--- src/hw/rtl/assert_macros.svh ---
// Assertion macros shared by the queue and back-end RTL modules.
`ifndef ASSERT_MACROS_SVH
`define ASSERT_MACROS_SVH

// Same-cycle implication check
`define CHK_IMPL(lbl, clk, rst_n, ante, cons) \
  lbl: assert property (@(posedge clk) disable iff (!rst_n) (ante) |-> (cons)) \
    else $error("same-cycle check failed");

// Next-cycle implication check
`define CHK_NEXT(lbl, clk, rst_n, ante, cons) \
  lbl: assert property (@(posedge clk) disable iff (!rst_n) (ante) |=> (cons)) \
    else $error("next-cycle check failed");

`endif

--- src/hw/rtl/afce_pkg.sv ---
// Types, character constants and hex helper for the ASCII frame checksum encoder.
package afce_pkg;

  localparam logic [7:0] CH_COLON   = 8'h3a;
  localparam logic [7:0] CH_NEWLINE = 8'h0a;
  localparam logic [7:0] CH_ZERO    = 8'h30;
  localparam logic [7:0] CH_UPPER_A = 8'h41;
  localparam logic [7:0] CH_LOWER_A = 8'h61;
  localparam logic [3:0] NIB_TEN    = 4'd10;

  // Register index of the letter-case setting
  localparam logic REG_HEX_UPPER = 1'b0;

  // One classified payload byte waiting for the back end
  typedef struct packed {
    logic [7:0] data;
    logic       first;
    logic       last;
    logic [7:0] lrc;
    logic       upper;
  } q_entry_t;

  typedef struct packed {
    logic     valid;
    q_entry_t entry;
  } q_push_t;

  // Map a nibble to its ASCII hex digit
  function automatic logic [7:0] nib_char(logic [3:0] nib, logic upper);
    logic [7:0] base;
    base = upper ? CH_UPPER_A : CH_LOWER_A;
    if (nib < NIB_TEN) begin
      return CH_ZERO + {4'b0, nib};
    end
    return base + {4'b0, nib - NIB_TEN};
  endfunction

endpackage

--- src/hw/rtl/ascii_frame_checksum_encoder_top.sv ---
// ASCII frame checksum encoder, top level.
// Takes payload bytes with a last-byte flag and sends a framed ASCII stream:
// a colon before a message, each payload byte unchanged, then the two's
// complement of the modulo-256 byte sum as two hex digits (high nibble first)
// and a newline. The output port sends one character per cycle unless out_tready
// stalls it; the first byte of a message also brings the colon and the last byte
// the two hex digits and the newline. The input side keeps taking one byte per
// cycle while the queue (QUEUE_DEPTH entries) has room, and stalls when a burst of
// checksum characters backs it up. Register 0 (address 0x0, bit 0, reset 1)
// selects upper-case hex letters; it is sampled per byte, so the setting in
// force when the last byte is taken decides the checksum's letter case.
module ascii_frame_checksum_encoder_top #(
  parameter int QUEUE_DEPTH = 4
) (
  input  logic        clk,
  input  logic        rst_n,
  input  logic        in_tvalid,
  output logic        in_tready,
  input  logic [7:0]  in_tdata,   // [7:0] payload_byte
  input  logic        in_tlast,   // last_byte
  output logic        out_tvalid,
  input  logic        out_tready,
  output logic [7:0]  out_tdata,  // [7:0] out_char
  output logic        out_tlast,  // frame_end
  output logic [0:0]  out_tuser,  // [0] burst_last
  input  logic        cfg_psel,
  input  logic        cfg_penable,
  input  logic        cfg_pwrite,
  input  logic [2:0]  cfg_paddr,
  input  logic [31:0] cfg_pwdata,
  output logic [31:0] cfg_prdata,
  output logic        cfg_pready
);
  import afce_pkg::*;

  logic     hex_upper_r, hex_upper_nxt;
  logic     cfg_wr;
  logic     q_full, q_valid, pop;
  q_push_t  push;
  q_entry_t head;

  // Configuration register
  assign cfg_pready = 1'b1;
  assign cfg_wr     = cfg_psel && cfg_penable && cfg_pwrite && cfg_pready;

  always_comb begin
    hex_upper_nxt = hex_upper_r;
    if (cfg_wr && (cfg_paddr[2] == REG_HEX_UPPER)) begin
      hex_upper_nxt = cfg_pwdata[0];
    end
  end

  always_ff @(posedge clk) begin
    if (!rst_n) begin
      hex_upper_r <= 1'b1;
    end else begin
      hex_upper_r <= hex_upper_nxt;
    end
  end

  assign cfg_prdata = (cfg_paddr[2] == REG_HEX_UPPER) ? {31'b0, hex_upper_r} : 32'b0;

  afce_front u_front (
    .clk       (clk),
    .rst_n     (rst_n),
    .in_tvalid (in_tvalid),
    .in_tready (in_tready),
    .in_tdata  (in_tdata),
    .in_tlast  (in_tlast),
    .hex_upper (hex_upper_r),
    .q_full    (q_full),
    .push      (push)
  );

  afce_queue #(
    .DEPTH (QUEUE_DEPTH)
  ) u_queue (
    .clk     (clk),
    .rst_n   (rst_n),
    .push    (push),
    .full    (q_full),
    .q_valid (q_valid),
    .head    (head),
    .pop     (pop)
  );

  afce_back u_back (
    .clk        (clk),
    .rst_n      (rst_n),
    .q_valid    (q_valid),
    .head       (head),
    .pop        (pop),
    .out_tvalid (out_tvalid),
    .out_tready (out_tready),
    .out_tdata  (out_tdata),
    .out_tlast  (out_tlast),
    .out_tuser  (out_tuser)
  );

endmodule

--- src/hw/rtl/afce_front.sv ---
// Front end: accepts payload bytes, tracks frame state and the running sum.
module afce_front (
  input  logic             clk,
  input  logic             rst_n,
  input  logic             in_tvalid,
  output logic             in_tready,
  input  logic [7:0]       in_tdata,   // [7:0] payload_byte
  input  logic             in_tlast,   // last_byte
  input  logic             hex_upper,
  input  logic             q_full,
  output afce_pkg::q_push_t push
);
  import afce_pkg::*;

  logic       in_frame_r, in_frame_nxt;
  logic [7:0] sum_r, sum_nxt;
  logic [7:0] sum_add;
  logic       xfer;

  assign in_tready = !q_full;
  assign xfer      = in_tvalid && in_tready;
  assign sum_add   = sum_r + in_tdata;

  // Classify the byte and form the checksum on the fly
  always_comb begin
    push.valid       = xfer;
    push.entry.data  = in_tdata;
    push.entry.first = !in_frame_r;
    push.entry.last  = in_tlast;
    push.entry.lrc   = 8'd0 - sum_add;
    push.entry.upper = hex_upper;
  end

  // Advance frame state on each transfer
  always_comb begin
    in_frame_nxt = in_frame_r;
    sum_nxt      = sum_r;
    if (xfer) begin
      in_frame_nxt = !in_tlast;
      sum_nxt      = in_tlast ? 8'd0 : sum_add;
    end
  end

  always_ff @(posedge clk) begin
    if (!rst_n) begin
      in_frame_r <= 1'b0;
      sum_r      <= 8'd0;
    end else begin
      in_frame_r <= in_frame_nxt;
      sum_r      <= sum_nxt;
    end
  end

endmodule

--- src/hw/rtl/afce_queue.sv ---
// Short queue between front and back end.
`include "assert_macros.svh"
module afce_queue #(
  parameter int DEPTH = 4
) (
  input  logic               clk,
  input  logic               rst_n,
  input  afce_pkg::q_push_t  push,
  output logic               full,
  output logic               q_valid,
  output afce_pkg::q_entry_t head,
  input  logic               pop
);
  import afce_pkg::*;

  localparam int PW = (DEPTH > 1) ? $clog2(DEPTH) : 1;
  localparam int CW = $clog2(DEPTH + 1);

  q_entry_t        mem_r [DEPTH];
  logic [PW-1:0]   wr_ptr_r, wr_ptr_nxt;
  logic [PW-1:0]   rd_ptr_r, rd_ptr_nxt;
  logic [CW-1:0]   cnt_r, cnt_nxt;
  logic            do_push, do_pop;

  assign full    = (cnt_r == CW'(DEPTH));
  assign q_valid = (cnt_r != '0);
  assign head    = mem_r[rd_ptr_r];
  assign do_push = push.valid;
  assign do_pop  = pop;

  // Advance pointers and fill count
  always_comb begin
    wr_ptr_nxt = wr_ptr_r;
    rd_ptr_nxt = rd_ptr_r;
    cnt_nxt    = cnt_r;
    if (do_push) begin
      wr_ptr_nxt = (wr_ptr_r == PW'(DEPTH - 1)) ? '0 : wr_ptr_r + 1'b1;
    end
    if (do_pop) begin
      rd_ptr_nxt = (rd_ptr_r == PW'(DEPTH - 1)) ? '0 : rd_ptr_r + 1'b1;
    end
    if (do_push && !do_pop) begin
      cnt_nxt = cnt_r + 1'b1;
    end else if (!do_push && do_pop) begin
      cnt_nxt = cnt_r - 1'b1;
    end
  end

  always_ff @(posedge clk) begin
    if (!rst_n) begin
      wr_ptr_r <= '0;
      rd_ptr_r <= '0;
      cnt_r    <= '0;
    end else begin
      wr_ptr_r <= wr_ptr_nxt;
      rd_ptr_r <= rd_ptr_nxt;
      cnt_r    <= cnt_nxt;
    end
  end

  // Store entries
  always_ff @(posedge clk) begin
    if (do_push) begin
      mem_r[wr_ptr_r] <= push.entry;
    end
  end

  `CHK_IMPL(a_no_push_full, clk, rst_n, do_push, !full)
  `CHK_IMPL(a_no_pop_empty, clk, rst_n, do_pop, q_valid)
  `CHK_IMPL(a_cnt_bound, clk, rst_n, 1'b1, cnt_r <= CW'(DEPTH))

endmodule

--- src/hw/rtl/afce_back.sv ---
// Back end: expands each queued byte into its output characters.
`include "assert_macros.svh"
module afce_back (
  input  logic               clk,
  input  logic               rst_n,
  input  logic               q_valid,
  input  afce_pkg::q_entry_t head,
  output logic               pop,
  output logic               out_tvalid,
  input  logic               out_tready,
  output logic [7:0]         out_tdata,  // [7:0] out_char
  output logic               out_tlast,  // frame_end
  output logic [0:0]         out_tuser   // [0] burst_last
);
  import afce_pkg::*;

  typedef enum logic [4:0] {
    PH_START = 5'b00001,
    PH_BYTE  = 5'b00010,
    PH_HI    = 5'b00100,
    PH_LO    = 5'b01000,
    PH_NL    = 5'b10000
  } phase_t;

  phase_t     ph_r, ph_nxt;
  logic       out_valid_r, out_valid_nxt;
  logic [7:0] out_char_r;
  logic       out_fe_r, out_bl_r;
  logic       adv;
  logic [7:0] ch;
  logic       fe, bl;

  assign adv = q_valid && (!out_valid_r || out_tready);

  // Select the character for the current phase
  always_comb begin
    ph_nxt = ph_r;
    ch     = head.data;
    fe     = 1'b0;
    bl     = 1'b0;
    pop    = 1'b0;
    case (ph_r)
      PH_START: begin
        if (head.first) begin
          ch     = CH_COLON;
          ph_nxt = PH_BYTE;
        end else begin
          ch     = head.data;
          bl     = !head.last;
          pop    = !head.last;
          ph_nxt = head.last ? PH_HI : PH_START;
        end
      end
      PH_BYTE: begin
        ch     = head.data;
        bl     = !head.last;
        pop    = !head.last;
        ph_nxt = head.last ? PH_HI : PH_START;
      end
      PH_HI: begin
        ch     = nib_char(head.lrc[7:4], head.upper);
        ph_nxt = PH_LO;
      end
      PH_LO: begin
        ch     = nib_char(head.lrc[3:0], head.upper);
        ph_nxt = PH_NL;
      end
      PH_NL: begin
        ch     = CH_NEWLINE;
        fe     = 1'b1;
        bl     = 1'b1;
        pop    = 1'b1;
        ph_nxt = PH_START;
      end
      default: begin
        ph_nxt = PH_START;
      end
    endcase
    if (!adv) begin
      ph_nxt = ph_r;
      pop    = 1'b0;
    end
  end

  // Hold the output until it is taken
  always_comb begin
    out_valid_nxt = out_valid_r;
    if (adv) begin
      out_valid_nxt = 1'b1;
    end else if (out_tready) begin
      out_valid_nxt = 1'b0;
    end
  end

  always_ff @(posedge clk) begin
    if (!rst_n) begin
      ph_r        <= PH_START;
      out_valid_r <= 1'b0;
    end else begin
      ph_r        <= ph_nxt;
      out_valid_r <= out_valid_nxt;
    end
  end

  always_ff @(posedge clk) begin
    if (adv) begin
      out_char_r <= ch;
      out_fe_r   <= fe;
      out_bl_r   <= bl;
    end
  end

  assign out_tvalid   = out_valid_r;
  assign out_tdata    = out_char_r;
  assign out_tlast    = out_fe_r;
  assign out_tuser[0] = out_bl_r;

  `CHK_IMPL(a_fe_burst, clk, rst_n, out_valid_r && out_fe_r, out_bl_r)
  `CHK_IMPL(a_mid_head, clk, rst_n, ph_r != PH_START, q_valid)
  `CHK_NEXT(a_nl_ret, clk, rst_n, adv && (ph_r == PH_NL), ph_r == PH_START)

endmodule
--- config.mk ---
export PLATFORM = sky130hd
export DESIGN_NAME = ascii_frame_checksum_encoder_top
export DESIGN_NICKNAME = d
export VERILOG_FILES = /design/src/hw/rtl/afce_pkg.sv /design/src/hw/rtl/ascii_frame_checksum_encoder_top.sv /design/src/hw/rtl/afce_front.sv /design/src/hw/rtl/afce_queue.sv /design/src/hw/rtl/afce_back.sv
export VERILOG_INCLUDE_DIRS = /design/src /design/src/hw/rtl
export SDC_FILE = /design/constraint.sdc
export NUM_CORES = 1
export LEC_CHECK = 0
export BUFFER_PORTS_ARGS = -buffer_cell sky130_fd_sc_hd__clkbuf_2
export CORE_ASPECT_RATIO = 0.8
export CORE_MARGIN = 5
export CORE_UTILIZATION = 38
export DETAILED_ROUTE_END_ITERATION = 10
export SLEW_MARGIN = 20
export SYNTH_ARGS = -nofsm -noshare
export SYNTH_HDL_FRONTEND = slang
export SYNTH_SLANG_ARGS = --single-unit
--- constraint.sdc ---
create_clock -name clk -period 3.1 [get_ports clk]
set_input_delay 0.465 -clock clk [delete_from_list [all_inputs] [get_ports clk]]
set_output_delay 0.465 -clock clk [all_outputs]
set_load 0.02 [all_outputs]
Word-level counts from Yosys, hierarchy flattened
Memories as Yosys holds them, arrays and structs flattened. A register that Yosys moved wholly into a read port is not among the register bits.
Cells that the tools add are included.
- add/subtract/negate cells: 12
- magnitude comparators: 2
- equality and inequality tests: 8
- multiplexer cells: 30
- bitwise operators: 1
- reductions and logical operators: 18
- operators with widths (cell ; count):
    $mux W8 ; 6
    $pmux W8 S4 ; 1
    $pmux W5 S4 ; 1
    $add A8 B4 Y8 ; 2
    $add A6 B4 Y7 const A ; 2
    $mux W1 ; 12
    $mux W3 ; 3
    $add A8 B8 Y8 ; 1
    $lt A4 B4 Y1 const B ; 2
    $mux W2 ; 4
    $sub A1 B8 Y8 const A ; 1
    $sub A4 B4 Y4 const B ; 2
    $logic_and A1 B1 Y1 ; 7
    $logic_not A1 Y1 ; 7
    $mux W6 ; 1
    $eq A5 B1 Y1 const B ; 1
    $eq A5 B2 Y1 const B ; 1
    $eq A5 B3 Y1 const B ; 1
    $eq A5 B4 Y1 const B ; 1
    $eq A5 B5 Y1 const B ; 1
    $mux W5 ; 1
    $add A2 B1 Y2 const B ; 2
    $eq A2 B2 Y1 const B ; 2
    $reduce_bool A2 Y1 ; 2
    other kinds (7) ; 7
- register bits after elaboration: 33
- memory bits (writable): 76
- input bits: 51
- output and inout bits: 45
- word-level logic and storage cells: 83
- memories: 1
- memory list (name ; words ; width ; rd ports ; clocked after Yosys merged registers in ; wr ports ; line ; source):
    u_queue.mem_r ; 4 ; 19 ; 1 ; 1 ; 1 ; afce_queue.sv:19 ; q_entry_t mem_r [DEPTH];

Longest topological paths before layout
Gate-level depths: netlist (run 1).
- word-level depth: 7
- mapped depth: 12
- depth with buffers taken out: 11

Cells and area by module
A second synthesis (run 1) with hierarchy kept.
- cell total of the unflattened synthesis: 395
- area total of the unflattened synthesis: 5497.8 um2
- modules (own cells, without submodules) (module ; times used ; cells each ; area an instance (um2)):
    afce_queue ; 1 ; 143 ; 3244.4
    afce_back ; 1 ; 111 ; 1087.3
    afce_front ; 1 ; 101 ; 845.8
    ascii_frame_checksum_encoder_top ; 1 ; 40 ; 320.3

Worst setup path after synthesis (run 1)
No wires, ideal clock.
- path kind: reg2reg
- start: reg with a tool-made name
- end: reg u_queue.cnt_r[2]
- library setup time: 70 ps
- arrival: 2491 ps
- data required time: 3030 ps
- setup slack: 539 ps
- stages on the path, launching flop included: 13
- buffers on the path: 1
- path through: dfxtp_1 -> buf_6 -> mux4_2 -> o32ai_4 -> a21oi_2 -> inv_1 -> nand2_1 -> ha_1 -> inv_1 -> fa_1 -> xor2_1 -> or3_1 -> a21oi_1
- RTL lines (what ; line ; source):
    end signal: assignment ; afce_queue.sv:57 ; cnt_r <= cnt_nxt;
    end: declaration ; afce_queue.sv:22 ; logic [CW-1:0] cnt_r, cnt_nxt;

==> results of run 1 <==
[cells by family after synthesis]
kind of cell	Yosys count	share of synthesized area, %
mux	21	8.699
xor+xnor	20	3.213
simple gates	100	9.984
buf+inv	70	7.184
fa+ha+maj	22	5.325
other cells	2	0.1378
compound gates	73	8.906
flops	111	56.55
[final timing paths]
check / cells after the start / from / to / slack (ns)
worst min register to register: 2 / u_front.sum_r[6] / u_front.sum_r[6] / 0.47
worst max-delay path: 11 / register / u_queue.cnt_r[2] / 0.27
worst min-delay path: 2 / rst_n / hex_upper_r / 0.33
worst max register to register: 11 / register / u_queue.cnt_r[2] / 0.27
[Yosys cell counts, types with 4 or more instances]
| cell type | n | share of area [%] |
|---|---|---|
| a21o_1 | 4 | 0.55 |
| a21oi_1 | 24 | 2.2 |
| a22oi_1 | 5 | 0.69 |
| and3_1 | 7 | 0.80 |
| buf_4 | 32 | 4.4 |
| clkbuf_1 | 9 | 0.62 |
| dfxtp_1 | 25 | 9.2 |
| edfxtp_1 | 86 | 47 |
| ha_1 | 20 | 4.6 |
| inv_1 | 26 | 1.8 |
| mux4_1 | 7 | 3.4 |
| mux4_2 | 12 | 5.0 |
| nand2_1 | 25 | 1.7 |
| nand3_1 | 11 | 1.0 |
| nor2_1 | 21 | 1.4 |
| nor3_1 | 5 | 0.46 |
| o211ai_1 | 4 | 0.55 |
| o21ai_0 | 15 | 1.4 |
| or3b_2 | 4 | 0.64 |
| xnor2_1 | 12 | 1.9 |
| xor2_1 | 8 | 1.3 |
[state kept, by name, indices dropped and copies added, names as in the netlist, named ones only]
name,cells
u_back.ph_r,5
hex_upper_r,1
u_front.in_frame_r,1
u_queue.mem_r,76
u_queue.cnt_r,3
u_front.sum_r,8
u_queue.wr_ptr_r,2
u_back.out_tdata,8
u_back.out_tlast,1
u_back.out_tvalid,1
u_back.out_tuser,1
u_queue.rd_ptr_r,2
[final cells by class]
class                      instances  area, sq um
fill                            1300         8093
clock buffer                      12        236.5
clock inverter                     4        77.57
timing repair buffer              42        240.2
tap                              184        230.2
sequential                       111         3083
multi-input combinational        268         2090
inverter                          27        101.3
[worst max-delay path, cell delays in order (launching register included)]
cell and delay, ns:
dfxtp_1 0.39, mux4_2 0.62, o32ai_4 0.36, a21oi_2 0.12, inv_1 0.13, nand2_1 0.12, ha_1 0.24, inv_1 0.07
fa_1 0.17, xor2_1 0.07, or3_1 0.31, a21oi_1 0.14
[metrics by stage]
step / hold WS (ns) / setup WS [ns]
2_1_floorplan: 0.4356 / 0.5386
3_3_place_gp: 0.4572 / 0.2941
3_5_place_dp: 0.4689 / 0.2135
4_1_cts: 0.3328 / 0.2507
5_1_grt: 0.3529 / 0.09439
6_report: 0.3319 / 0.2686
[power by group through the flow]
stage | Sequential (mW) | Combinational (mW) | Clock, mW
after floorplan | 2.11 | 1.01 | 0
after global placement | 2.04 | 1.41 | 0
after detailed placement | 2.06 | 1.45 | 0
after CTS | 2.02 | 1.45 | 1.25
after global routing | 2.05 | 1.60 | 1.31
final | 2.02 | 1.44 | 1.22
[routing by layer]
metal  vias up  wire, microns  global-route usage [%]
li1       1581              -                       -
met1      1602           5135                   18.58
met5         -              0                       0
met3        13            592                   3.331
met4         0            139                   3.576
met2        72           4756                   20.86
==> impl_results.md, run 1 <==
- CTS tree: yes
- Vias per inst: 5.043
- Via Count: 3268
- Overall global routing resource usage: between 10% and 20%
- Clk pwr share: 26.0%
- First-pass GRT wire length: 16900 microns
- Final Skew: 0.005273 ns
- Antenna Nets Post-Route: 0
- Vias in the first global route: 3161
- Die height: around 120 microns
- Residual DRC: 0
- Net switching power: 1.500 mW
- Pleak: 2.257 nW
- Max transition margin: 49.54%
- Switching share of total power: 32.06%
- Avg WL per Cell: 16.39 microns
- I/O pin count: 96
- P&R area growth vs syn: 11.13%
- Pwr Total: 4.680 mW
- Commonest non-fill, non-tap cell in the layout: edfxtp_1
- Total wire length: ~11000 microns
- H-tree levels: 3
- Initial Utilization: between 30% and 40%
- Final core occ: 42.81%
- RD Place Congestion: between 0.7 and 0.8
- Slew Limit Fails: 0
- I/O Buffers: 30
- Cell Pwr Density: 772.5 nW/um^2
- Comb pwr share: 30.8%
- Internal power: 3.180 mW
- Distinct cells, synth: 59
- Clk sink count: roughly 110
- Synthesized instance count: about 420
- Post-synth top flop: edfxtp_1
- Average size of a mapped cell: around 13 sq um
- Max Clk Rate: 353.2 MHz
- Cell row count: 39
- Status: completed
- Final Cycle Share: 91.34%
- Cell Count, Final, Fillers Out: 648
- Post-DP HPWL: 7648 microns
- Sequential area share after synthesis: 56.55%
- Post-synth ARST share: 0%
- Hold buffers post-CTS: 0
- Die ar.: 16860 sq um
- Worst-path clk slew: 0.07 ns
- Synthesized flop and latch total: 111
- Maxcap violations: 0
- Drt pass-1 iters: 6
- Largest net degree at the start of global routing: 22
- Final instance area: between 6000 and 7000 sq um
- Share of cells above drive strength 1: 16.81%
- Dpl cells: 632
- Endpoints failing setup: 0
- Syn. warnings: 0
- Post-synth EDFFs: 86
- Core box area: 14150 sq um
- Endpoint class of the critical path: register
- Initial antenna violation count: 0
- CTS Buffer Depth: 2
- Worst-margin pin slew: around 0.75 ns
- CTS resizes: 0
- Hold/Removal Path Class: input port to register
- Clk_lat worst skew: ~0.34 ns
- Unrepaired setup endpoints after global routing: false
- Worst IR Drop VDD: 0.0003724 V
- Grt ovf: 0
- Worst-path fanout max: 5
- Root buffer cell: clkbuf_16
- Critical path arrival: 3.10 ns
- Die X: roughly 140 microns
- Final hold violation count: 0
- TritonCTS Buffers: 9
- Post-synthesis cell area: around 5500 sq um
- Flop pwr share: 43.2%
- N_diodes: 0
- Req. time, crit path: 3.37 ns
- CP Launch Type: register
- Most frequent cells in the layout: edfxtp_1 (86), conb_1 (32), clkbuf_2 (30)
- WS Path Type: register to register
- Initial DRC Count: between 150 and 200
- Layout Nets: ~530
- Placed cell area: 5744 sq um
- Fin Setup TNS: 0 ns
- Crit path time final: about 2.8 ns
- Post-CTS setup buffers: 0
(Power assumes the default switching activity.)
==> run 2: changes to the inputs <==
Settings changed: BUFFER_PORTS_ARGS -buffer_cell sky130_fd_sc_hd__clkbuf_2 to unset, DONT_BUFFER_PORTS set to 1, HOLD_SLACK_MARGIN set to 0.08.
==> impl_results.md, run 2 (synthesized netlist as in run 1, its figures left out) <==
- Flop2flop setup slack: 0.30 ns (+0.03 ns)
- Final hold violation count: 0 (unchanged)
- I/O pin count: 96 (unchanged)
- Crit-path max cell delay: 0.63 ns (about the same)
- Cell row count: 39 (unchanged)
- Hold_sp: rst_n
- WS Path Type: register to register
- CTS Buffer Depth: 2 (unchanged)
- Max transition margin: 50.36% (+0.83 points)
- Slew Limit Fails: 0 (unchanged)
- Worst-path clk slew: 0.07 ns (about the same)
- Worst IR Drop VDD: 0.0002965 V (-20%)
- Final Skew: 0.003968 ns (-0.001305 ns)
- P&R area growth vs syn: 8.240%
- Clk_lat worst skew: 0.34 ns (about the same)
- Total wire length: 10830 microns (+1.9%)
- RD Place Congestion: 0.7952 (+4.6%)
- Initial Utilization: 38.52% (unchanged)
- Residual DRC: 0 (unchanged)
- Max Clk Rate: 356.6 MHz (+0.96%)
- Worst-margin pin slew: 0.7437 ns (-0.01122 ns)
- Core box area: 14150 sq um (unchanged)
- Overall global routing resource usage: 13.38% (+0.088 points)
- Crit path to: u_queue.cnt_r[2]
- Pleak: 2.130 nW (-5.6%)
- Post-CTS setup buffers: 0 (unchanged)
- Maxcap violations: 0 (unchanged)
- Fin Setup TNS: 0 ns (unchanged)
- Post-DP HPWL: 7785 microns (+1.8%)
- First-pass GRT wire length: 16790 microns (-0.62%)
- N_diodes: 0 (unchanged)
- CP Launch Type: register
- CTS tree: yes
- Avg WL per Cell: 17.46 microns (+6.5%)
- Crit-path cells: mux4_2 -> o32ai_4 -> a21oi_2 -> inv_1 -> nand2_1 -> ha_1 -> inv_1 -> fa_1 -> xor2_1 -> or3_1 -> a21oi_1
- Critical path arrival: 3.07 ns (-0.03 ns)
- Root buffer cell: clkbuf_16
- Crit-path leading delay family: multiplexers
- Crit path time final: 2.804 ns (-0.02703 ns)
- Antenna Nets Post-Route: 0 (unchanged)
- Drt pass-1 iters: 5 (-1)
- Vias in the first global route: 3103 (-1.8%)
- Initial DRC Count: 141 (-13%)
- WP depth: 11 (unchanged)
- CTS resizes: 0 (unchanged)
- Vias per inst: 5.108 (+1.3%)
- H-tree levels: 3 (unchanged)
- Share of cells above drive strength 1: 11.47% (-5.3 points)
- Most frequent cells in the layout: edfxtp_1 (86), conb_1 (32), inv_1 (26)
- Die ar.: 16860 sq um (unchanged)
- Reg with most FFs: u_queue.mem_r
- Crit-path most repeated cell: inv_1
- Clk sink count: 111 (unchanged)
- Worst R2R End: u_queue.cnt_r[2]
- Req. time, crit path: 3.37 ns (about the same)
- Final Cycle Share: 90.46% (-0.87 points)
- Crit path buf inv count: 2 (unchanged)
- Die X: 143.9 microns (unchanged)
- TritonCTS Buffers: 9 (unchanged)
- Unrepaired setup endpoints after global routing: false
- Largest net degree at the start of global routing: 22 (unchanged)
- Final hold slack: 0.1844 ns (-0.1475 ns)
- Hold/Removal Path Class: input port to register
- Status: completed
- Worst path slowest cell: mux4_2
- Worst-path fanout max: 5 (unchanged)
- Max FFs per register: 76 (unchanged)
- I/O Buffers: 0 (-100%)
- Layout Nets: 504 (-5.3%)
- R2r worst-path depth: 11 (unchanged)
- Cell Pwr Density: 768.5 nW/um^2 (-0.51%)
- Commonest non-fill, non-tap cell in the layout: edfxtp_1
- Hold buffers post-CTS: 0 (unchanged)
- Via Count: 3167 (-3.1%)
- Initial antenna violation count: 0 (unchanged)
- Endpoint class of the critical path: register
- Die height: 117.1 microns (unchanged)
- Grt ovf: 0 (unchanged)
- Endpoints failing setup: 0 (unchanged)
-- run 2: area by class of cell --
cell class              instances  area, sq um
clock inverters                 4        55.05
inverters                      27        101.3
clock buffers                  12        236.5
flip-flops and latches        111         3083
fillers                      1327         8250
well taps                     184        230.2
repair buffers                 14        105.1
multi-input cells             268         2090
-- run 2: how the worst min path moves through the flow --
stage / end / slack (ns) / cells after the start
after floorplan: u_front.sum_r[6] / 0.44 / 2
after CTS: hex_upper_r / 0.17 / 1
final: hex_upper_r / 0.18 / 1
after global placement: u_front.sum_r[6] / 0.46 / 2
after detailed placement: u_front.sum_r[6] / 0.47 / 2
after global routing: hex_upper_r / 0.17 / 1
-- run 2: through the flow --
stage | cell area [sq um] | worst slack [ns] | utilization [%] | instances | total power, mW
floorplan | 5564 | 0.5386 | - | 449 | 3.119
global placement | 5609 | 0.3568 | 39.64 | 604 | 3.388
detailed placement | 5609 | 0.3289 | 39.64 | 604 | 3.438
CTS | 5901 | 0.2902 | 41.70 | 620 | 4.587
global route | 5901 | 0.1201 | 41.70 | 620 | 4.795
finish | 5901 | 0.2956 | 41.70 | 620 | 4.535
-- run 2: power by group --
part,internal [mW],total (mW),switching [mW]
sequential,1.92,2.12,0.199
combinational,0.499,1.28,0.777
clock,0.632,1.14,0.505
total,3.06,4.53,1.48
-- run 2: worst reg2reg max path, delay by kind of cell (launching register included) --
kind / cells / cell delay [ns]
flops: 1 / 0.40
mux: 1 / 0.63
fa+ha+maj: 2 / 0.42
simple gates: 2 / 0.42
buf+inv: 2 / 0.20
compound gates: 3 / 0.60
xor+xnor: 1 / 0.07
-- run 2: routing by layer --
| metal | track usage [%] | wire length, microns | vias up | part of all wire (%) |
|---|---|---|---|---|
| li1 | - | - | 1528 | - |
| met1 | 18.38 | 5166 | 1554 | 48 |
| met2 | 20.80 | 4909 | 78 | 45 |
| met3 | 4.102 | 637 | 7 | 5.9 |
| met4 | 3.639 | 113 | 0 | 1.0 |
| met5 | 0 | 0 | - | 0 |
==> run 3: changes to the inputs <==
Settings changed: SYNTH_HIERARCHICAL set to 1.
==> impl_results.md, run 3 <==
- Post-CTS setup buffers: 0 (unchanged)
- Max FFs per register: 76 (unchanged)
- CTS tree: yes
- CP startpoint: u_queue/mem_r[3][10]
- Post-synth ARST share: 0% (unchanged)
- Crit path to: u_queue/cnt_r[2]
- Drt pass-1 iters: 4 (-1)
- Layout Nets: 464 (-7.9%)
- Sequential area share after synthesis: 56.08% (-0.48 points)
- Average size of a mapped cell: 13.92 sq um (+7.0%)
- Initial Utilization: 38.58% (+0.061 points)
- Final hold slack: 0.2067 ns (+0.02226 ns)
- Area share of the largest cell type after synthesis: 46.97% (-0.40 points)
- Worst R2R End: u_queue/cnt_r[2]
- Max Clk Rate: 342.3 MHz (-4.0%)
- Final core occ: 40.85% (-0.85 points)
- Initial antenna violation count: 0 (unchanged)
- Reg2reg start: u_queue/mem_r[3][10]
- Clk sink count: 111 (unchanged)
- Most frequent cells in the layout: edfxtp_1 (86), conb_1 (32), dfxtp_1 (24)
- Req. time, crit path: 3.38 ns (about the same)
- Synthesized instance count: 395 (-5.7%)
- R2r worst-path depth: 12 (+1)
- Endpoints failing setup: 0 (unchanged)
- Avg WL per Cell: 17.43 microns (-0.18%)
- Endpoint class of the critical path: register
- Vias in the first global route: 2982 (-3.9%)
- Via Count: 2946 (-7.0%)
- Slew Limit Fails: 0 (unchanged)
- Residual DRC: 0 (unchanged)
- Critical path arrival: 3.20 ns (+0.13 ns)
- I/O pin count: 96 (unchanged)
- Unrepaired setup endpoints after global routing: false
- Worst-margin pin slew: 1.053 ns (+0.3089 ns)
- Root buffer cell: clkbuf_16
- Hold buffers post-CTS: 0 (unchanged)
- Hold/Removal Path Class: input port to register
- Final Skew: 0.01225 ns (+0.008282 ns)
- First-pass GRT wire length: 15780 microns (-6.0%)
- CP Launch Type: register
- Maxcap violations: 0 (unchanged)
- Worst-path fanout max: 2 (-3)
- Largest cells by area after synthesis: edfxtp_1 (47%), dfxtp_1 (9.1%), buf_4 (5.9%)
- Post-synthesis cell area: 5498 sq um (+0.85%)
- Yosys top cell by area: edfxtp_1
- Distinct cells, synth: 62 (+5.1%)
- Pwr Total: 4.603 mW (+1.5%)
- Cell Pwr Density: 790.8 nW/um^2 (+2.9%)
- Most frequent cells after synthesis: edfxtp_1 (86), buf_4 (43), dfxtp_1 (25), ha_1 (20), inv_1 (20)
- Flop2flop setup slack: 0.18 ns (-0.12 ns)
- Cell Count, Final, Fillers Out: 580 (-6.5%)
- Worst IR Drop VDD: 0.0004522 V (+53%)
- Crit path time final: 2.922 ns (+0.1173 ns)
- I/O Buffers: 0 (unchanged)
- Clk_lat worst skew: 0.35 ns (about the same)
- Final hold violation count: 0 (unchanged)
- Fin Setup TNS: 0 ns (unchanged)
- Status: completed
- Post-synth EDFFs: 86 (unchanged)
- TritonCTS Buffers: 9 (unchanged)
- Synthesized flop and latch total: 111 (unchanged)
- Syn. warnings: 6 (+6)
- Commonest non-fill, non-tap cell in the layout: edfxtp_1
- Total wire length: 10110 microns (-6.6%)
- WS Path Type: register to register
- Multi-input gate area: 2063 sq um (-1.3%)
- Core box area: 14250 sq um (+0.69%)
- Antenna Nets Post-Route: 0 (unchanged)
- Final Cycle Share: 94.25% (+3.8 points)
- Die height: 117.6 microns (+0.39%)
- Initial DRC Count: 153 (+8.5%)
- Filler cell count: 1323 (-0.30%)
- Pleak: 2.107 nW (-1.1%)
- CTS Buffer Depth: 2 (unchanged)
- Cell with the most instances after synthesis: edfxtp_1
- Worst-path clk slew: 0.08 ns (about the same)
- Post-DP HPWL: 7243 microns (-7.0%)
- Grt ovf: 0 (unchanged)
- RD Place Congestion: 0.8201 (+3.1%)
- Vias per inst: 5.079 (-0.56%)
- Largest net degree at the start of global routing: 27 (+23%)
- P&R area growth vs syn: 5.872%
- Die X: 144.5 microns (+0.40%)
- Reg with most FFs: u_queue/mem_r
- N_diodes: 0 (unchanged)
- Die ar.: 16990 sq um (+0.79%)
- Overall global routing resource usage: 12.18% (-1.2 points)
- Share of cells above drive strength 1: 12.63% (+1.2 points)
- Register area: 3084 sq um (about the same)
- Max transition margin: 29.83% (-21 points)
- Cell row count: 39 (unchanged)
- H-tree levels: 3 (unchanged)
- Dpl cells: 564 (-6.6%)
- Post-synth top flop: edfxtp_1
==> run 3: final cells by class <==
class | count | area share [%]
Sequential cell | 111 | 52.99
Inverter | 20 | 1.290
Timing Repair Buffer | 6 | 0.7739
Clock inverter | 6 | 1.247
Multi-Input combinational cell | 243 | 35.45
Tap cell | 184 | 3.955
Clock buffer | 10 | 4.299
==> run 3: routing by layer <==
layer  GRT usage [%]  vias to the layer above  part of all wire [%]
li1                -                     1386                     -
met5               0                        -                     0
met1           16.50                     1466                    47
met2           18.87                       84                    45
met4           3.205                        0                  0.95
met3           3.981                       10                   7.2
==> run 3: critical path: stages (launching register included) <==
cell	delay, ns
edfxtp_1	0.36
mux4_2	0.52
or3b_2	0.45
o21ai_1	0.12
nand3b_1	0.14
a21oi_2	0.21
inv_2	0.07
ha_1	0.22
inv_1	0.08
fa_1	0.17
xor2_1	0.07
or3_1	0.30
a21boi_1	0.14
==> run 3: logic make-up (layout without fill, tap and decap cells) <==
family                   after synthesis  count (layout)  synth area share (%)
AO/OA/AOI/OAI                         49              49                 6.145
buffers and inverters                 71              42                 8.443
XOR/XNOR                              20              20                 3.323
flip-flops                           111             111                 56.08
other                                  2              32                0.1366
multiplexers                          31              31                 10.61
AND/OR/NAND/NOR                       89              89                 9.991
adder cells (fa/ha/maj)               22              22                 5.280
==> run 3: timing repair <==
action,4_1_cts,5_1_grt
endpoints found under the hold margin,0,0
resized for setup,2,4
pin swaps,0,2
endpoints found under the setup margin,1,2
==> run 3: power breakdown <==
part | total [mW] | internal (mW) | switching (mW)
Sequential | 2.15 | 1.95 | 0.204
Clock | 1.20 | 0.684 | 0.517
Combinational | 1.25 | 0.498 | 0.755
==> run 3: through the flow <==
stage | area [sq um] | setup slack (ns)
6_report | 5821 | 0.1783
5_1_grt | 5821 | 0.01539
4_1_cts | 5819 | 0.02918
3_5_place_dp | 5497 | -0.06917
3_3_place_gp | 5497 | -0.009422
2_1_floorplan | 5610 | 0.06810
==> run 3: how the worst min path moves through the flow <==
stage	start	end	cells after the start
floorplan	u_front/sum_r[6]	u_front/sum_r[6]	2
global placement	u_front/sum_r[6]	u_front/sum_r[6]	2
detailed placement	u_front/sum_r[6]	u_front/sum_r[6]	2
CTS	in_tdata[7]	u_queue/mem_r[2][18]	0
global route	in_tdata[7]	u_queue/mem_r[2][18]	0
finish	in_tdata[7]	u_queue/mem_r[1][18]	0
